<file path="src/rtl/mm4_pkg.sv">
// Shared constants for the 4x4 column-major fixed-point matrix multiplier.
// No dependencies; used by matrix_multiply_4x4.
`timescale 1ns / 1ps
`default_nettype none

package mm4_pkg;

  localparam int unsigned FRAC_BITS_DEF = 16;
  localparam int unsigned DIM           = 4;
  localparam int unsigned CELLS         = DIM * DIM;
  localparam int unsigned IDX_W         = $clog2(CELLS);
  localparam int unsigned DIM_W         = $clog2(DIM);
  localparam int unsigned VAL_W         = 32;
  localparam int unsigned PROD_W        = 2 * VAL_W;
  // four products summed need two guard bits
  localparam int unsigned ACC_W         = PROD_W + 2;

  localparam logic MODE_A = 1'b0;
  localparam logic MODE_B = 1'b1;

  localparam logic signed [VAL_W-1:0] SAT_MAX = {1'b0, {(VAL_W-1){1'b1}}};
  localparam logic signed [VAL_W-1:0] SAT_MIN = {1'b1, {(VAL_W-1){1'b0}}};

endpackage

`default_nettype wire

</file>
<file path="src/rtl/matrix_multiply_4x4.sv">
// 4x4 column-major signed fixed-point matrix multiplier, C = A x B.
// Depends on mm4_pkg for sizes and saturation constants.
//
// Each input item writes one element of A (mode 0) or B (mode 1). An item
// with go set also starts the product: the 64 multiply-accumulate steps are
// issued one per cycle, while the result side does not stall, through a
// single 32x32 signed multiplier, behind a registered operand read and a
// registered product, giving the 16 results. in_stall stays high from the
// go item until the sixteenth result is in the output register.
// Both operand stores read as zero after reset until written.
`timescale 1ns / 1ps
`default_nettype none

module matrix_multiply_4x4 #(
  parameter int unsigned FRAC_BITS = mm4_pkg::FRAC_BITS_DEF
) (
  input  wire                                  clk,
  input  wire                                  rst_n,
  input  wire                                  in_valid,
  output logic                                 in_stall,
  input  wire                                  in_mode,
  input  wire  [mm4_pkg::IDX_W-1:0]            in_element_index,
  input  wire  signed [mm4_pkg::VAL_W-1:0]     in_element_value,
  input  wire                                  in_go,
  output logic                                 out_valid,
  input  wire                                  out_stall,
  output logic [mm4_pkg::IDX_W-1:0]            out_result_index,
  output logic signed [mm4_pkg::VAL_W-1:0]     out_result_value,
  output logic                                 out_overflow,
  output logic                                 out_last
);

  localparam int unsigned IDX_W  = mm4_pkg::IDX_W;
  localparam int unsigned DIM_W  = mm4_pkg::DIM_W;
  localparam int unsigned VAL_W  = mm4_pkg::VAL_W;
  localparam int unsigned PROD_W = mm4_pkg::PROD_W;
  localparam int unsigned ACC_W  = mm4_pkg::ACC_W;
  localparam int unsigned CELLS  = mm4_pkg::CELLS;
  localparam int unsigned CNT_W  = IDX_W + DIM_W;

  typedef enum logic {ST_IDLE, ST_RUN} state_t;

  state_t                     state_r;
  logic [VAL_W-1:0]           mem_a [CELLS];
  logic [VAL_W-1:0]           mem_b [CELLS];
  logic [CELLS-1:0]           vld_a_r, vld_b_r;

  logic [CNT_W-1:0]           cnt_r;
  logic                       issue_done_r;
  logic                       s1_v_r, s2_v_r;
  logic [IDX_W-1:0]           s1_pos_r, s2_pos_r;
  logic [DIM_W-1:0]           s1_k_r, s2_k_r;
  logic signed [VAL_W-1:0]    rd_a_r, rd_b_r;
  logic signed [PROD_W-1:0]   prod_r;
  logic signed [ACC_W-1:0]    acc_r;

  logic                       out_valid_r, out_overflow_r, out_last_r;
  logic [IDX_W-1:0]           out_idx_r;
  logic signed [VAL_W-1:0]    out_val_r;

  logic                       accept, adv, issuing, final_step;
  logic [DIM_W-1:0]           iss_col, iss_row, iss_k;
  logic [IDX_W-1:0]           addr_a, addr_b;
  logic signed [ACC_W-1:0]    acc_base, sum_nxt, shifted;
  logic                       ovf_nxt;
  logic signed [VAL_W-1:0]    res_nxt;

  assign in_stall = (state_r != ST_IDLE);
  assign accept   = in_valid && !in_stall;

  // freeze the pipeline while a result waits and the far side stalls
  assign adv      = !(out_valid_r && out_stall);
  assign issuing  = (state_r == ST_RUN) && !issue_done_r;

  assign iss_col  = cnt_r[CNT_W-1 -: DIM_W];
  assign iss_row  = cnt_r[DIM_W +: DIM_W];
  assign iss_k    = cnt_r[DIM_W-1:0];
  assign addr_a   = {iss_k, iss_row};
  assign addr_b   = {iss_col, iss_k};

  assign final_step = s2_v_r && (s2_k_r == DIM_W'(mm4_pkg::DIM - 1));

  always_comb begin
    acc_base = (s2_k_r == '0) ? '0 : acc_r;
    sum_nxt  = acc_base + {{(ACC_W-PROD_W){prod_r[PROD_W-1]}}, prod_r};
    shifted  = sum_nxt >>> FRAC_BITS;
    ovf_nxt  = !((&shifted[ACC_W-1:VAL_W-1]) || !(|shifted[ACC_W-1:VAL_W-1]));
    if (!ovf_nxt) begin
      res_nxt = shifted[VAL_W-1:0];
    end else if (shifted[ACC_W-1]) begin
      res_nxt = mm4_pkg::SAT_MIN;
    end else begin
      res_nxt = mm4_pkg::SAT_MAX;
    end
  end

  always_ff @(posedge clk) begin
    if (accept && (in_mode == mm4_pkg::MODE_A)) begin
      mem_a[in_element_index] <= in_element_value;
    end
    if (accept && (in_mode == mm4_pkg::MODE_B)) begin
      mem_b[in_element_index] <= in_element_value;
    end
  end

  always_ff @(posedge clk) begin
    if (!rst_n) begin
      state_r      <= ST_IDLE;
      vld_a_r      <= '0;
      vld_b_r      <= '0;
      cnt_r        <= '0;
      issue_done_r <= 1'b0;
      s1_v_r       <= 1'b0;
      s2_v_r       <= 1'b0;
      out_valid_r  <= 1'b0;
    end else begin
      if (accept) begin
        if (in_mode == mm4_pkg::MODE_A) begin
          vld_a_r[in_element_index] <= 1'b1;
        end else begin
          vld_b_r[in_element_index] <= 1'b1;
        end
        if (in_go) begin
          state_r      <= ST_RUN;
          cnt_r        <= '0;
          issue_done_r <= 1'b0;
        end
      end

      // drop the taken result unless a new one lands this cycle
      if (out_valid_r && !out_stall && !final_step) begin
        out_valid_r <= 1'b0;
      end

      if (adv && (state_r == ST_RUN)) begin
        // operand read
        s1_v_r <= issuing;
        if (issuing) begin
          rd_a_r   <= vld_a_r[addr_a] ? mem_a[addr_a] : '0;
          rd_b_r   <= vld_b_r[addr_b] ? mem_b[addr_b] : '0;
          s1_pos_r <= {iss_col, iss_row};
          s1_k_r   <= iss_k;
          cnt_r    <= cnt_r + 1'b1;
          if (cnt_r == {CNT_W{1'b1}}) begin
            issue_done_r <= 1'b1;
          end
        end
        // multiply
        s2_v_r <= s1_v_r;
        if (s1_v_r) begin
          prod_r   <= rd_a_r * rd_b_r;
          s2_pos_r <= s1_pos_r;
          s2_k_r   <= s1_k_r;
        end
        // accumulate, then shift down (floor) and saturate on the last term
        if (s2_v_r) begin
          acc_r <= sum_nxt;
        end
        if (final_step) begin
          out_valid_r    <= 1'b1;
          out_idx_r      <= s2_pos_r;
          out_val_r      <= res_nxt;
          out_overflow_r <= ovf_nxt;
          out_last_r     <= (s2_pos_r == IDX_W'(CELLS - 1));
          if (s2_pos_r == IDX_W'(CELLS - 1)) begin
            state_r <= ST_IDLE;
          end
        end
      end
    end
  end

  assign out_valid        = out_valid_r;
  assign out_result_index = out_idx_r;
  assign out_result_value = out_val_r;
  assign out_overflow     = out_overflow_r;
  assign out_last         = out_last_r;

  a_go_blocks_input: assert property (@(posedge clk) disable iff (!rst_n)
    (accept && in_go) |=> in_stall)
    else $error("go item did not start the product");

  a_pipe_only_in_run: assert property (@(posedge clk) disable iff (!rst_n)
    (s1_v_r || s2_v_r) |-> (state_r == ST_RUN))
    else $error("pipeline busy outside a product");

  a_last_drains_pipe: assert property (@(posedge clk) disable iff (!rst_n)
    (out_valid_r && out_last_r) |-> (!s1_v_r && !s2_v_r))
    else $error("work left after the last result");

  a_ovf_saturates: assert property (@(posedge clk) disable iff (!rst_n)
    (out_valid_r && out_overflow_r) |->
      (out_val_r == mm4_pkg::SAT_MAX || out_val_r == mm4_pkg::SAT_MIN))
    else $error("overflow flagged without saturation");

endmodule

`default_nettype wire

</file>
<file path="config.mk">
export PLATFORM = sky130hd
export DESIGN_NAME = matrix_multiply_4x4
export DESIGN_NICKNAME = d
export VERILOG_FILES = /design/src/rtl/mm4_pkg.sv /design/src/rtl/matrix_multiply_4x4.sv
export SDC_FILE = /design/constraint.sdc
export NUM_CORES = 2
export LEC_CHECK = 0
export BUFFER_PORTS_ARGS = -buffer_cell sky130_fd_sc_hd__buf_2
export CAP_MARGIN = 20
export CORE_MARGIN = 2
export CORE_UTILIZATION = 39
export DETAILED_ROUTE_END_ITERATION = 16
export SLEW_MARGIN = 5
export SYNTH_ARGS = -nofsm -noshare
export SYNTH_HDL_FRONTEND = slang
export SYNTH_SLANG_ARGS = --single-unit
</file>
<file path="constraint.sdc">
create_clock -name clk -period 10.7 [get_ports clk]
set_input_delay 1.07 -clock clk [delete_from_list [all_inputs] [get_ports clk]]
set_output_delay 1.07 -clock clk [all_outputs]
set_load 0.01 [all_outputs]
</file>
==> reports/metrics.yaml <==
run_status:
  outcome: "complete, no violations"
flow_run:
  max-cap-violations: 0
setup_path:
  worstReg2RegEnd: "prod_r[63]"
  reg2reg_from: "rd_b_r[5]"
  cp_data_required_time_ps: 11290
  worst-path-max-fanout: 23
  critical_path_class: "reg -> reg"
  timing.critical_path.to_type: "register"
  rr_worst_depth: 26
  reg2reg_slack_ps: 1170
  critical_path_arrival_ps: 10120
  crit_path_start_kind: "register"
grt:
  gr-usage-all-layers: 0.1917
  grt_pass1_vias: 55760
  grt.overflow.total: 0
  largest_net_degree_at_the_start_of_global_routing: 134
  grt_first_pass_wirelength_um: 345000
  number_of_antenna_violations_at_the_first_check_in_global_routing: 22
synth:
  synth_edf_count: 1268
  synth.avg_cell_area_um2: 13.40
  ys.flop_type: "sky130_fd_sc_hd__edfxtp_1"
  syn-instance-count: 6688
  netlist_area_um2: 89650
  syn-num-nets: 8063
  ys_seq_elements: 1311
  synth.distinct_cells: 87
  synth_async_sr_flop_share: 0
  synth_seq_area_share: 0.4343
  synth.yosys.warnings: 0
placed_design:
  buffer_ports.inserted: 81
  place_congestion: 0.8900
  hpwlAfterDp_um: 155400
  placed_cell_area_um2: 93810
  place.detailed.instances: 9576
sta:
  max_clock_freq_ghz: 0.1050
  fin_worst_skew_ps: 69.41
  setup_tns_ps: 0
  finalCritPeriodShare: 0.8905
  max-slew-margin-rel: 0.2565
  finalWorstPathRequiredPeriod_ps: 9528
  report.final.setup_viol: 0
  timing.final.max_slew_violations: 0
  worst-slew-pin-transition_ps: 1115
  hold_violations: 0
  rsz_0062_raised_after_global_routing: "no"
floorplan:
  die_area_um2: 233700
  core_um2: 229200
  dieHeight_um: 483.4
  start_util: 0.3911
  die_w_um: 483.4
  num_io_pins: 82
  num_rows: 176
worst_hold_path:
  holdPathEnd: "s2_k_r[1]"
  holdPathStages: 0
  min-delay-start: "s1_k_r[1]"
  min-delay-path-class: "reg -> reg"
drt:
  detailedRoute.firstPassIterationCount: 6
  vias: 52050
  drtIter0Drc: 3898
  detail_route.wl_per_cell_um: 22.47
  route.detailed.drc: 0
  avgViaCountPerCell: 5.291
  antenna_left: 0
  routed_wl_um: 221100
clock_network:
  cts_hold_buffers: 0
  clk_pin_slew_worst_paths_ps: 60
  cts.htree.levels: 4
  cts_tree: "yes"
  postCtsSetupRepairBufs: 0
  cts_made_buffers: 139
  numClockSinks: 1311
  cts_root_buf: "sky130_fd_sc_hd__clkbuf_16"
  worstSkewPairLatency_ps: 810
  cts-resized-gates: 0
  clockBufferDepth: 3
power:
  power-per-cell-area_nw_per_um2: 131.0
  static-leakage-power_nw: 37.79
  total_power_mw: 12.89
  power.ir.vdd_worst_mv: 0.1381
finish:
  fin_nets: 8070
  areaGrowthSynthToFinish_pct: 9.750
  final_cells: 9837
  final_area_um2: 98390
  layout.filler_cells: 20670
  drive_gt1_frac: 0.1194
[metrics by stage]
step | worst slack (ps) | hold slack [ps] | util
3_3_place_gp | 1303 | 403.7 | 0.4091
6_report | 1172 | 415.8 | 0.4292
4_1_cts | 1208 | 419.7 | 0.4289
2_1_floorplan | 2701 | 400.3 | -
5_1_grt | 418.0 | 426.2 | 0.4292
3_5_place_dp | 1277 | 405.4 | 0.4092
[layout make-up]
class / instances / area (um2) / area share
clock inverter: 75 / 802.0 / 0.008152
multi-input combinational: 4005 / 45780 / 0.4653
tap: 3026 / 3786 / 0.03848
sequential: 1311 / 38960 / 0.3960
timing repair buffer: 216 / 1519 / 0.01544
antenna: 3 / 7.507 / 0.00007630
inverter: 1022 / 3836 / 0.03899
clock buffer: 179 / 3700 / 0.03760
[routing by layer]
| layer | up-vias | part of all wire | global-route usage |
|---|---|---|---|
| li1 | 22540 | - | - |
| met1 | 27480 | 0.43 | 0.2676 |
| met2 | 1706 | 0.48 | 0.3153 |
| met3 | 307 | 0.067 | 0.03300 |
| met4 | 16 | 0.018 | 0.04061 |
| met5 | - | 0.00048 | 0 |
[synth_stat cells (all sizes together), types with 8 or more instances]
cell type,count,area share
or3,10,0.00070
a211o,11,0.0012
and4,8,0.00078
a21o,51,0.0043
o21ai,106,0.0059
mux4,328,0.082
o31ai,9,0.00081
nand2,605,0.025
o21a,48,0.0040
inv,1022,0.043
nand4,68,0.0047
dfxtp,43,0.0096
buf,59,0.0031
a21oi,151,0.0085
o21bai,18,0.0015
clkbuf,291,0.012
xnor2,80,0.0079
a211oi,16,0.0015
nor3,36,0.0021
a31oi,18,0.0013
edfxtp,1268,0.42
nor2,140,0.0059
nor2b,146,0.010
and3,20,0.0014
a41oi,32,0.0031
xor2,46,0.0045
nand3,71,0.0040
ha,250,0.035
o211ai,10,0.00089
nand2b,33,0.0023
fa,1083,0.24
and2,519,0.036
[cell families (layout without fill, tap and decap cells)]
group / count (synthesis) / after routing / synth area share
simple gates: 1674 / 1674 / 0.09537
buf+inv: 1372 / 1492 / 0.05806
other cells: 0 / 3 / 0
fa+ha+maj: 1333 / 1333 / 0.2767
flops: 1311 / 1311 / 0.4343
mux: 335 / 335 / 0.08323
compound gates: 537 / 537 / 0.03988
xor+xnor: 126 / 126 / 0.01239
[critical path: stages, from the launching register on]
cell	delay (ps)
sky130_fd_sc_hd__edfxtp_1	1030
sky130_fd_sc_hd__nand2_1	290
sky130_fd_sc_hd__inv_1	160
sky130_fd_sc_hd__fa_1	390
sky130_fd_sc_hd__inv_1	320
sky130_fd_sc_hd__fa_1	490
sky130_fd_sc_hd__inv_1	210
sky130_fd_sc_hd__fa_1	500
sky130_fd_sc_hd__fa_1	850
sky130_fd_sc_hd__inv_1	380
sky130_fd_sc_hd__fa_1	580
sky130_fd_sc_hd__inv_1	60
sky130_fd_sc_hd__fa_1	480
sky130_fd_sc_hd__fa_1	500
sky130_fd_sc_hd__inv_1	50
sky130_fd_sc_hd__fa_1	500
sky130_fd_sc_hd__inv_1	40
sky130_fd_sc_hd__ha_1	410
sky130_fd_sc_hd__nand4_1	150
sky130_fd_sc_hd__nor2_1	60
sky130_fd_sc_hd__a221oi_1	260
sky130_fd_sc_hd__nand2_1	80
sky130_fd_sc_hd__a31oi_1	380
sky130_fd_sc_hd__o311ai_2	230
sky130_fd_sc_hd__a2111oi_1	480
sky130_fd_sc_hd__nor2_1	120
sky130_fd_sc_hd__a311oi_1	280
[worst max-delay path by stage]
stage	start	to	slack, ps	cells after the start
global placement	rd_b_r[5]	prod_r[63]	1300	26
floorplan	rd_a_r[31]	prod_r[63]	2700	26
detailed placement	rd_b_r[5]	prod_r[63]	1280	26
finish	rd_b_r[5]	prod_r[63]	1170	26
global route	rd_b_r[5]	prod_r[63]	420	26
CTS	rd_b_r[5]	prod_r[63]	1210	26
[power by group]
group	switching [mW]	total [mW]	internal, mW
clock network	2.11	4.73	2.62
registers	0.0315	5.78	5.75
logic	1.42	2.38	0.960
[cell usage in the layout (no fill, tap or decap), drive strengths merged, types with 10 or more instances in the layout]
cell	count
a211o	11
a211oi	16
a21o	51
a21oi	151
a31oi	18
a41oi	32
and2	519
and3	20
buf	216
clkbuf	179
clkinv	62
dfxtp	43
edfxtp	1268
fa	1083
ha	250
inv	1027
mux4	328
nand2	605
nand2b	33
nand3	71
nand4	68
nor2	140
nor2b	146
nor3	36
o211ai	10
o21a	48
o21ai	106
o21bai	18
or3	10
xnor2	80
xor2	46
[state kept, by name, indices dropped and copies added (netlist names), 32 cells and up]
| name | flops |
|---|---|
| mem_a | 512 |
| mem_b | 512 |
| acc_r | 66 |
| prod_r | 64 |
| out_result_value | 32 |
| rd_a_r | 32 |
| rd_b_r | 32 |
Note: power is estimated with default switching activity, not from simulation.
